**config.mk**
```make
export PLATFORM = sky130hd
export DESIGN_NAME = timer_deadline_min_heap
export DESIGN_NICKNAME = d
export VERILOG_FILES = /design/src/tdmh_pkg.sv /design/src/tdmh_ram.sv /design/src/timer_deadline_min_heap.sv
export VERILOG_INCLUDE_DIRS = /design/src /design/src/src
export SDC_FILE = /design/constraint.sdc
export NUM_CORES = 2
export LEC_CHECK = 0
export BUFFER_PORTS_ARGS = -buffer_cell sky130_fd_sc_hd__buf_2
export CAP_MARGIN = 20
export CORE_MARGIN = 1.5
export CORE_UTILIZATION = 28
export DETAILED_ROUTE_END_ITERATION = 16
export MAX_ROUTING_LAYER = met4
export PLACE_DENSITY_LB_ADDON = 0.12
export SLEW_MARGIN = 20
export SYNTH_ARGS = -nofsm -noshare
export SYNTH_HDL_FRONTEND = slang
export SYNTH_HIERARCHICAL = 1
export SYNTH_SLANG_ARGS = --single-unit
export TNS_END_PERCENT = 1
```
**constraint.sdc**
```tcl
create_clock -name clk -period 7.1 [get_ports clk]
set_input_delay 0.355 -clock clk [delete_from_list [all_inputs] [get_ports clk]]
set_output_delay 0.355 -clock clk [all_outputs]
set_load 0.05 [all_outputs]
```
**src/timer_deadline_min_heap_defines.svh**
```systemverilog
// Assertion macros for the timer heap.
`ifndef TIMER_DEADLINE_MIN_HEAP_DEFINES_SVH
`define TIMER_DEADLINE_MIN_HEAP_DEFINES_SVH

`ifndef ASSERT_OFF
`define TDMH_ASSERT(lbl, clk, rst_n, prop) \
  lbl: assert property (@(posedge clk) disable iff (!rst_n) prop) \
    else $error("assertion failed");
`define TDMH_NEVER(lbl, clk, rst_n, cond) \
  lbl: assert property (@(posedge clk) disable iff (!rst_n) !(cond)) \
    else $error("forbidden condition");
`else
`define TDMH_ASSERT(lbl, clk, rst_n, prop)
`define TDMH_NEVER(lbl, clk, rst_n, cond)
`endif

`endif

```
**src/tdmh_pkg.sv**
```systemverilog
`default_nettype none

package tdmh_pkg;

  localparam int TIME_BITS   = 48;
  localparam int TAG_BITS    = 16;
  localparam int STATUS_BITS = 3;
  localparam int OCC_BITS    = 6;
  localparam int ENTRY_BITS  = TIME_BITS + TAG_BITS;

  localparam logic OP_INSERT = 1'b0;
  localparam logic OP_POLL   = 1'b1;

  localparam logic [STATUS_BITS-1:0] ST_INSERTED = 3'd0;
  localparam logic [STATUS_BITS-1:0] ST_EXPIRED  = 3'd1;
  localparam logic [STATUS_BITS-1:0] ST_FULL     = 3'd2;
  localparam logic [STATUS_BITS-1:0] ST_FIRED    = 3'd3;
  localparam logic [STATUS_BITS-1:0] ST_IDLE     = 3'd4;

  typedef struct packed {
    logic                 op;
    logic [TIME_BITS-1:0] now_time;
    logic [TIME_BITS-1:0] deadline;
    logic [TAG_BITS-1:0]  tag;
  } in_word_t;

  typedef struct packed {
    logic [STATUS_BITS-1:0] status;
    logic [TAG_BITS-1:0]    out_tag;
    logic [TIME_BITS-1:0]   out_deadline;
    logic [OCC_BITS-1:0]    occupancy;
  } out_word_t;

  typedef struct packed {
    logic [TIME_BITS-1:0] deadline;
    logic [TAG_BITS-1:0]  tag;
  } entry_t;

endpackage

`default_nettype wire

```
**src/tdmh_ram.sv**
```systemverilog
`default_nettype none

module tdmh_ram #(
  parameter int WIDTH = 64,
  parameter int DEPTH = 32
) (
  input  wire logic                     clk,
  input  wire logic                     we,
  input  wire logic [$clog2(DEPTH)-1:0] waddr,
  input  wire logic [WIDTH-1:0]         wdata,
  input  wire logic [$clog2(DEPTH)-1:0] raddr,
  output logic      [WIDTH-1:0]         rdata
);

  logic [WIDTH-1:0] mem [DEPTH];
  logic [WIDTH-1:0] rdata_r;

  always_ff @(posedge clk) begin
    if (we) begin
      mem[waddr] <= wdata;
    end
    rdata_r <= mem[raddr];
  end

  assign rdata = rdata_r;

endmodule

`default_nettype wire

```
**src/timer_deadline_min_heap.sv**
```systemverilog
// Channel   Ports                    Handshake
// input     start, busy, in_word     taken when start && !busy
// result    out_valid, out_word      one-cycle strobe, always taken
//
// Rejected inserts and empty polls: result the cycle after start, busy stays low.
// Insert: S_UP_RD reads each parent, S_UP_CMP compares; S_UP_RD writes at the root.
// Poll: S_POP_CHK checks the root, S_POP_LAST fetches the last timer, then each child level compared
// takes S_DN_L, S_DN_R, S_DN_RC if a right child, S_DN_CMP, then S_DN_L in a leaf; one RAM read port sets these.
// Reset clears the count and the sequencer; heap RAM contents are not cleared.
// The receiver cannot stall results, so no stall adds to these steps.
`default_nettype none
`include "timer_deadline_min_heap_defines.svh"

module timer_deadline_min_heap
  import tdmh_pkg::*;
#(
  parameter int HEAP_DEPTH = 32
) (
  input  wire logic      clk,
  input  wire logic      rst_n,
  input  wire logic      start,
  output logic           busy,
  input  wire in_word_t  in_word,
  output logic           out_valid,
  output out_word_t      out_word
);

  localparam int AW = $clog2(HEAP_DEPTH);
  localparam int CW = $clog2(HEAP_DEPTH + 1);
  localparam logic [CW-1:0] DEPTH_C = CW'(HEAP_DEPTH);

  typedef enum logic [8:0] {
    S_IDLE     = 9'b000000001,
    S_UP_RD    = 9'b000000010,
    S_UP_CMP   = 9'b000000100,
    S_POP_CHK  = 9'b000001000,
    S_POP_LAST = 9'b000010000,
    S_DN_L     = 9'b000100000,
    S_DN_R     = 9'b001000000,
    S_DN_RC    = 9'b010000000,
    S_DN_CMP   = 9'b100000000
  } state_t;

  function automatic logic [OCC_BITS-1:0] occ_of(input logic [CW-1:0] c);
    logic [CW+OCC_BITS-1:0] e;
    e = {{OCC_BITS{1'b0}}, c};
    return e[OCC_BITS-1:0];
  endfunction

  state_t                 state_r, state_nxt;
  logic [CW-1:0]          count_r, count_nxt;
  logic                   out_valid_r, out_valid_nxt;
  logic [AW-1:0]          pos_r, pos_nxt;
  logic [AW-1:0]          pick_idx_r, pick_idx_nxt;
  entry_t                 moving_r, moving_nxt;
  entry_t                 pick_r, pick_nxt;
  logic [TIME_BITS-1:0]   now_r, now_nxt;
  out_word_t              res_r, res_nxt;

  logic                   ram_we;
  logic [AW-1:0]          ram_waddr;
  logic [ENTRY_BITS-1:0]  ram_wdata;
  logic [AW-1:0]          ram_raddr;
  logic [ENTRY_BITS-1:0]  ram_rdata;
  entry_t                 rd_entry;

  logic [AW-1:0]          parent;
  logic [AW+1:0]          left_x;
  logic [AW+1:0]          right_x;
  logic [AW+1:0]          cnt_x;
  logic [CW-1:0]          cnt_dec;
  logic                   emit;

  tdmh_ram #(
    .WIDTH(ENTRY_BITS),
    .DEPTH(HEAP_DEPTH)
  ) u_heap_ram (
    .clk  (clk),
    .we   (ram_we),
    .waddr(ram_waddr),
    .wdata(ram_wdata),
    .raddr(ram_raddr),
    .rdata(ram_rdata)
  );

  assign rd_entry = ram_rdata;
  assign parent   = (pos_r - AW'(1)) >> 1;
  assign left_x   = {1'b0, pos_r, 1'b1};
  assign right_x  = left_x + (AW+2)'(1);
  assign cnt_x    = (AW+2)'(count_r);
  assign cnt_dec  = count_r - CW'(1);

  always_comb begin
    state_nxt    = state_r;
    count_nxt    = count_r;
    pos_nxt      = pos_r;
    pick_idx_nxt = pick_idx_r;
    moving_nxt   = moving_r;
    pick_nxt     = pick_r;
    now_nxt      = now_r;
    res_nxt      = res_r;
    ram_we       = 1'b0;
    ram_waddr    = pos_r;
    ram_wdata    = moving_r;
    ram_raddr    = '0;
    emit         = 1'b0;

    unique case (state_r)
      S_IDLE: begin
        if (start) begin
          if (in_word.op == OP_INSERT) begin
            if (in_word.now_time >= in_word.deadline) begin
              emit                 = 1'b1;
              res_nxt.status       = ST_EXPIRED;
              res_nxt.out_tag      = in_word.tag;
              res_nxt.out_deadline = in_word.deadline;
            end else if (count_r == DEPTH_C) begin
              emit                 = 1'b1;
              res_nxt.status       = ST_FULL;
              res_nxt.out_tag      = in_word.tag;
              res_nxt.out_deadline = in_word.deadline;
            end else begin
              pos_nxt             = count_r[AW-1:0];
              count_nxt           = count_r + CW'(1);
              moving_nxt.deadline = in_word.deadline;
              moving_nxt.tag      = in_word.tag;
              state_nxt           = S_UP_RD;
            end
          end else begin
            now_nxt = in_word.now_time;
            if (count_r == '0) begin
              emit                 = 1'b1;
              res_nxt.status       = ST_IDLE;
              res_nxt.out_tag      = '0;
              res_nxt.out_deadline = '0;
            end else begin
              ram_raddr = '0;
              state_nxt = S_POP_CHK;
            end
          end
        end
      end
      S_UP_RD: begin
        if (pos_r == '0) begin
          ram_we               = 1'b1;
          emit                 = 1'b1;
          res_nxt.status       = ST_INSERTED;
          res_nxt.out_tag      = '0;
          res_nxt.out_deadline = '0;
          state_nxt            = S_IDLE;
        end else begin
          ram_raddr = parent;
          state_nxt = S_UP_CMP;
        end
      end
      S_UP_CMP: begin
        ram_we = 1'b1;
        if (rd_entry.deadline < moving_r.deadline) begin
          emit                 = 1'b1;
          res_nxt.status       = ST_INSERTED;
          res_nxt.out_tag      = '0;
          res_nxt.out_deadline = '0;
          state_nxt            = S_IDLE;
        end else begin
          ram_wdata = rd_entry;
          pos_nxt   = parent;
          state_nxt = S_UP_RD;
        end
      end
      S_POP_CHK: begin
        if (rd_entry.deadline > now_r) begin
          emit                 = 1'b1;
          res_nxt.status       = ST_IDLE;
          res_nxt.out_tag      = '0;
          res_nxt.out_deadline = '0;
          state_nxt            = S_IDLE;
        end else begin
          res_nxt.status       = ST_FIRED;
          res_nxt.out_tag      = rd_entry.tag;
          res_nxt.out_deadline = rd_entry.deadline;
          count_nxt            = cnt_dec;
          ram_raddr            = cnt_dec[AW-1:0];
          pos_nxt              = '0;
          state_nxt            = S_POP_LAST;
        end
      end
      S_POP_LAST: begin
        moving_nxt = rd_entry;
        state_nxt  = S_DN_L;
      end
      S_DN_L: begin
        if (left_x >= cnt_x) begin
          ram_we    = 1'b1;
          emit      = 1'b1;
          state_nxt = S_IDLE;
        end else begin
          ram_raddr = left_x[AW-1:0];
          state_nxt = S_DN_R;
        end
      end
      S_DN_R: begin
        pick_nxt     = rd_entry;
        pick_idx_nxt = left_x[AW-1:0];
        if (right_x < cnt_x) begin
          ram_raddr = right_x[AW-1:0];
          state_nxt = S_DN_RC;
        end else begin
          state_nxt = S_DN_CMP;
        end
      end
      S_DN_RC: begin
        if (rd_entry.deadline < pick_r.deadline) begin
          pick_nxt     = rd_entry;
          pick_idx_nxt = right_x[AW-1:0];
        end
        state_nxt = S_DN_CMP;
      end
      S_DN_CMP: begin
        ram_we = 1'b1;
        if (moving_r.deadline < pick_r.deadline) begin
          emit      = 1'b1;
          state_nxt = S_IDLE;
        end else begin
          ram_wdata = pick_r;
          pos_nxt   = pick_idx_r;
          state_nxt = S_DN_L;
        end
      end
      default: begin
        state_nxt = S_IDLE;
      end
    endcase

    if (emit) begin
      res_nxt.occupancy = occ_of(count_nxt);
    end
    out_valid_nxt = emit;
  end

  always_ff @(posedge clk) begin
    if (!rst_n) begin
      state_r     <= S_IDLE;
      count_r     <= '0;
      out_valid_r <= 1'b0;
    end else begin
      state_r     <= state_nxt;
      count_r     <= count_nxt;
      out_valid_r <= out_valid_nxt;
    end
  end

  always_ff @(posedge clk) begin
    pos_r      <= pos_nxt;
    pick_idx_r <= pick_idx_nxt;
    moving_r   <= moving_nxt;
    pick_r     <= pick_nxt;
    now_r      <= now_nxt;
    res_r      <= res_nxt;
  end

  assign busy      = (state_r != S_IDLE);
  assign out_valid = out_valid_r;
  assign out_word  = res_r;

  `TDMH_NEVER(a_count_range, clk, rst_n, count_r > DEPTH_C)
  `TDMH_ASSERT(a_start_progress, clk, rst_n, start && !busy |=> out_valid || busy)
  `TDMH_NEVER(a_no_write_idle, clk, rst_n, ram_we && state_r == S_IDLE)

endmodule

`default_nettype wire

```
# [After elaboration in Yosys (flattened, before gate mapping)]
# Memories as Yosys holds them, arrays and structs flattened. A register that Yosys moved wholly into a read port is not among the register bits.
# Index checks and enable logic that the tools add are counted.
# W data, S select, Z words.
[word_totals] register_bits=275 ram_bits=2048 wordCells=131 n_memories=1
[classes] addsub=4 n_lt_le_gt_ge=7 eq_ne=26 mux=66 n_reduce_logical=13
[memory_table] memory="u_heap_ram.mem" words=32 word_bits=64 read_ports=1 rd_clocked_by_memory_dff=1 wr=1 line_no="tdmh_ram.sv:15" source="logic [WIDTH-1:0] mem [DEPTH];"
[op_table] operator="$mux W67" count=8
[op_table] operator="$mux W64" count=7
[op_table] operator="$pmux W64 S2" count=3
[op_table] operator="$pmux W67 S4" count=1
[op_table] operator="$lt A48 B48 Y1" count=3
[op_table] operator="$pmux W9 S9" count=1
[op_table] operator="$mux W5" count=12
[op_table] operator="$mux W9" count=6
[op_table] operator="$ge A48 B48 Y1" count=1
[op_table] operator="$gt A48 B48 Y1" count=1
[op_table] operator="$pmux W5 S4" count=2
[op_table] operator="$mux W6" count=6
[op_table] operator="$ne A2 B2 Y1 const B" count=10
[op_table] operator="$mux W1" count=12
[op_table] operator="$ne A3 B3 Y1 const B" count=4
[op_table] operator="$pmux W6 S2" count=1
[op_table] operator="$pmux W5 S2" count=1
[op_table] operator="$eq A9 B1 Y1 const B" count=1
[op_table] operator="$eq A9 B2 Y1 const B" count=1
[op_table] operator="$eq A9 B3 Y1 const B" count=1
[op_table] operator="$eq A9 B4 Y1 const B" count=1
[op_table] operator="$eq A9 B5 Y1 const B" count=1
[op_table] operator="$eq A9 B6 Y1 const B" count=1
[op_table] operator="$eq A9 B7 Y1 const B" count=1
[op_table] operator="28 further kinds" count=30

# [Depth between registers and ports, before layout]
[depth] depth_word=6 ltp_mapped=20 ltp_nobuf=15

# [Modules after synthesis]
# Netlist, hierarchy kept.
[modules_own_cells] module="tdmh_ram" instances=1 cells_per_inst=3096 area_each_um2=78964.5 seq_area_each_um2=62780.2
[modules_own_cells] module="timer_deadline_min_heap" instances=1 cells_per_inst=1675 area_each_um2=17845.9 seq_area_each_um2=8097.8

# [Worst setup path before layout]
# OpenSTA, ideal clock, no wires.
[synth_path] path_kind="reg-to-reg" from="register pick_r[24] (netlist name)" to="register pick_idx_r[0] (enable)" t_arrival_ns=6.495 t_required_ns=6.509 path_slack_ns=0.014 stages_incl_launch_ff=11 n_path_buf=0 period_less_slack_ns=7.086 path_cell_list="edfxtp_1 inv_1 ha_1 o21a_1 o21a_1 o21a_1 o21ai_0 a31oi_1 o31ai_1 a21oi_1 o21ai_0"
[synth_between] elab_chain_len=3
[synth_rtl] item="start: declaration" line_no="timer_deadline_min_heap.sv:56" source="entry_t pick_r, pick_nxt;"
[synth_rtl] item="start signal: assignment" line_no="timer_deadline_min_heap.sv:256" source="pick_r <= pick_nxt;"
[synth_rtl] item="$lt A48 B48 Y1" line_no="timer_deadline_min_heap.sv:212" source="if (rd_entry.deadline < pick_r.deadline) begin"
[synth_rtl] item="$ne A2 B2 Y1 (no source line)"
[synth_rtl] item="$reduce_and A2 Y1 (no source line)"
[synth_rtl] item="end signal: assignment" line_no="timer_deadline_min_heap.sv:254" source="pick_idx_r <= pick_idx_nxt;"
[synth_rtl] item="end: declaration" line_no="timer_deadline_min_heap.sv:54" source="logic [AW-1:0] pick_idx_r, pick_idx_nxt;"
# No other way between the ends.
# A chain may end at the register's enable or synchronous reset.

# [Worst setup path in the final report]
[layout_path] from="register u_heap_ram.rdata_r[42] (netlist: u_heap_ram/rdata[42]), read port of u_heap_ram.mem" to="register u_heap_ram.rdata_r[17] (netlist: u_heap_ram/rdata[17]), read port of u_heap_ram.mem"
[layout_between] elab_chain_len=3
[layout_rtl] item="start: declaration" line_no="tdmh_ram.sv:16" source="logic [WIDTH-1:0] rdata_r;"
[layout_rtl] item="$gt A48 B48 Y1" line_no="timer_deadline_min_heap.sv:171" source="if (rd_entry.deadline > now_r) begin"
[layout_rtl] item="$mux W5" line_no="timer_deadline_min_heap.sv:171"
[layout_rtl] item="$pmux W5 S4" line_no="timer_deadline_min_heap.sv:108" source="unique case (state_r)"
[layout_rtl] item="net ram_raddr[0]" line_no="timer_deadline_min_heap.sv:63" source="logic [AW-1:0] ram_raddr;"
# The timed path passes the listed nets, and every way through them passes these cells.

==> metrics <==
clock transition at the registers of the reported paths 0.06 ns; initial antenna violation count 23; sequential area share after synthesis 73.2%; worst skew pair latency 0.90 ns; WP data required 7.86 ns; Yosys reg bits 2387; fmax 0.171 GHz; CTS buffer count 282; CTS tree built; worst reg2reg startpoint u_heap_ram/rdata[42]$_DFF_P_; flop2flop setup slack 1.24 ns; Routed WL per cell 32.5 um; CTS H-tree depth 5; Hold Path End moving_r[21]$_DFFE_PP_; die width 591 um; crit-path max FO 30; ANT nets after route 0; WS Path Type reg -> reg; Synth Area per Inst 20.3 um^2; Layout area overhead 19.3%; final hold violation count 0; Hold Path Origin in_word[21]; GP Congestion 0.800; Starting Density 28.2%; max cap viols 0; number of vias per cell 5.03; gr usage total 19.2%; Yosys top cell area share 71.6%; power density cells 270 nW/um^2; Worst R2R Path Depth 17; Setup Viol. Count Final 0; dpl cells 9507; maximum vdd drop 0.000188 V; setup repair after global routing missed its margin no; Clock Sinks 2387; Clock Skews 0.0555 ns; Tmin final 5.86 ns; worst slew pin tran 1.15 ns; Area contributors post-synth edfxtp_1 (72%), mux4_2 (14%), ha_1 (3.3%); Synth Cell Area 96800 um^2; post-synth top area cell edfxtp_1; layout net count 5714; vias in the first global route 51538; chip height 591 um; drt total wl 329 mm; Top Ports 191; dpl hpwl 182 mm; vias 50925; drt first pass iters 5; Slew HR 23.0%; Ys Warns 6; Setup crit end kind register; number of flops mapped to enable cells by yosys 2307; Reg2Reg Capture Point u_heap_ram/rdata[17]$_DFF_P_; Netlist cell types 71; Root Buffer Master clkbuf_16; # fillers 32430; Hold Path Stages 3; P_leak 37.2 nW; non-filler cells, final 10134; CTS Buffer Depth 4; critical path arrival 6.62 ns; core area 344000 um^2; Syn Nets 5140; Pins Over Slew Limit 0; commonest non-fill, non-tap cell in the layout edfxtp_1; status completed; TNS Setup 0 ns; period utilization 82.6%; Startpoint Class register; 1st-iter DRT viols 4976; async set or reset register ratio after synthesis 0%; layout cell share with drive strength beyond 1 27.7%; Cells after Synth 4771; Die ar. 349000 um^2; port bufs 190; pin count of the biggest net entering global routing 72; Hold WC Path Type in -> reg; post-CTS setup repair buffer count 0; commonest non-fill, non-tap cells in the layout edfxtp_1 (2307), mux4_2 (602), clkbuf_16 (288); most common flop cell mapped by yosys edfxtp_1; DRC 0; first-pass GRT wire length 448 mm; total grt overflow 0; row cnt 215
[state kept, by name (all words and copies together) (netlist names)]
name / cells
u_heap_ram/mem: 2048
u_heap_ram/rdata: 64
now_r: 48
pick_idx_r: 5
pos_r: 5
out_valid: 1
count_r: 6
moving_r: 64
state_r: 9
pick_r: 64
out_word: 73
[kinds of logic after synthesis]
family | after synthesis | synth area share [%]
flip-flops | 2387 | 73.2
multiplexers | 735 | 15.5
buffers and inverters | 421 | 1.82
AO/OA/AOI/OAI | 539 | 3.90
AND/OR/NAND/NOR | 418 | 2.14
XOR/XNOR | 18 | 0.163
adder cells (fa/ha/maj) | 253 | 3.27
[worst max path at each step]
stage / from / endpoint / slack (ns)
6_report: u_heap_ram/rdata[42]$_DFF_P_ / u_heap_ram/rdata[17]$_DFF_P_ / 1.24
5_1_grt: now_r[35]$_DFFE_PP_ / u_heap_ram/rdata[30]$_DFF_P_ / 1.02
2_1_floorplan: pick_r[24]$_DFFE_PP_ / pick_idx_r[0]$_SDFFCE_PP1P_ / 0.01
3_3_place_gp: u_heap_ram/rdata[42]$_DFF_P_ / u_heap_ram/rdata[31]$_DFF_P_ / 1.23
3_5_place_dp: u_heap_ram/rdata[42]$_DFF_P_ / u_heap_ram/rdata[31]$_DFF_P_ / 1.28
4_1_cts: u_heap_ram/rdata[27]$_DFF_P_ / u_heap_ram/rdata[31]$_DFF_P_ / 1.25
[per-stage QoR]
| stage | area [um^2] | power [mW] | setup WS, ns | hold WS (ns) | util, % |
|---|---|---|---|---|---|
| 6_report | 115000 | 31.2 | 1.24 | 0.0842 | 33.6 |
| 5_1_grt | 115000 | 32.2 | 1.02 | 0.0680 | 33.6 |
| 4_1_cts | 115000 | 31.6 | 1.25 | 0.0164 | 33.6 |
| 3_5_place_dp | 105000 | 17.2 | 1.28 | 0.477 | 30.7 |
| 3_3_place_gp | 105000 | 17.2 | 1.23 | 0.479 | 30.6 |
| 2_1_floorplan | 96800 | 16.6 | 0.0139 | 0.447 | - |
[area by class of cell]
cell class                 count  area (um^2)  area share, %
sequential                  2387        70900           61.4
clock buffer                 382         7740           6.70
multi-input combinational   1963        24600           21.3
inverter                     211          792          0.686
tap                         4557         5700           4.94
clock inverter               122         1230           1.07
timing repair buffer         500         4510           3.90
antenna                       12         30.0         0.0260
[critical path: stages (launching register included)]
cell and delay [ns]:
dfxtp_1 0.61, ha_1 0.23, nand2_1 0.09, nor4_1 0.85
nand2_1 0.24, o211ai_1 0.23, a221oi_1 0.08, buf_4 0.22
nor2_1 0.62, inv_1 0.13, ha_1 0.23, a211o_4 0.43
buf_12 0.19, buf_12 0.15, buf_12 0.18, mux4_2 0.45
mux4_2 0.50, mux2_2 0.28
[cell usage after synthesis, types with 10 or more instances]
cell,number
nor4_1,10
o21ai_0,103
a221oi_1,19
o211ai_1,10
and3_1,11
xnor2_1,15
buf_2,83
nand4_1,34
edfxtp_1,2307
nand2_1,140
dfxtp_1,80
a22o_1,129
mux2i_1,42
o22ai_1,11
nor3_1,17
buf_1,27
a21o_1,84
a21oi_1,96
mux2_2,91
nor2_1,95
nand2b_1,11
a211oi_1,17
nor2b_1,11
nand3_1,34
mux4_2,602
inv_1,209
o21a_1,13
clkbuf_1,83
ha_1,253
buf_4,14
[metal layers]
metal / global-route usage, % / up-vias / wire length [um]
li1: - / 21016 / -
met1: 27.8 / 28147 / 157000
met5: - / - / 0
met2: 29.5 / 1409 / 151000
met4: 3.78 / 0 / 6090
met3: 2.04 / 353 / 14900
[repair_timing]
action	in CTS	in global routing
resized for setup	0	0
endpoints found under the hold margin	175	0
hold buffers	111	0
[power by group]
part           total [mW]  switching, mW  internal [mW]  leakage [nW]
combinational        1.27          0.866          0.402          11.4
clock                14.3           5.89           8.36          4.38
sequential           15.6          0.110           15.5          21.5
total                31.2           6.86           24.3          37.2
(Power assumes the default switching activity.)
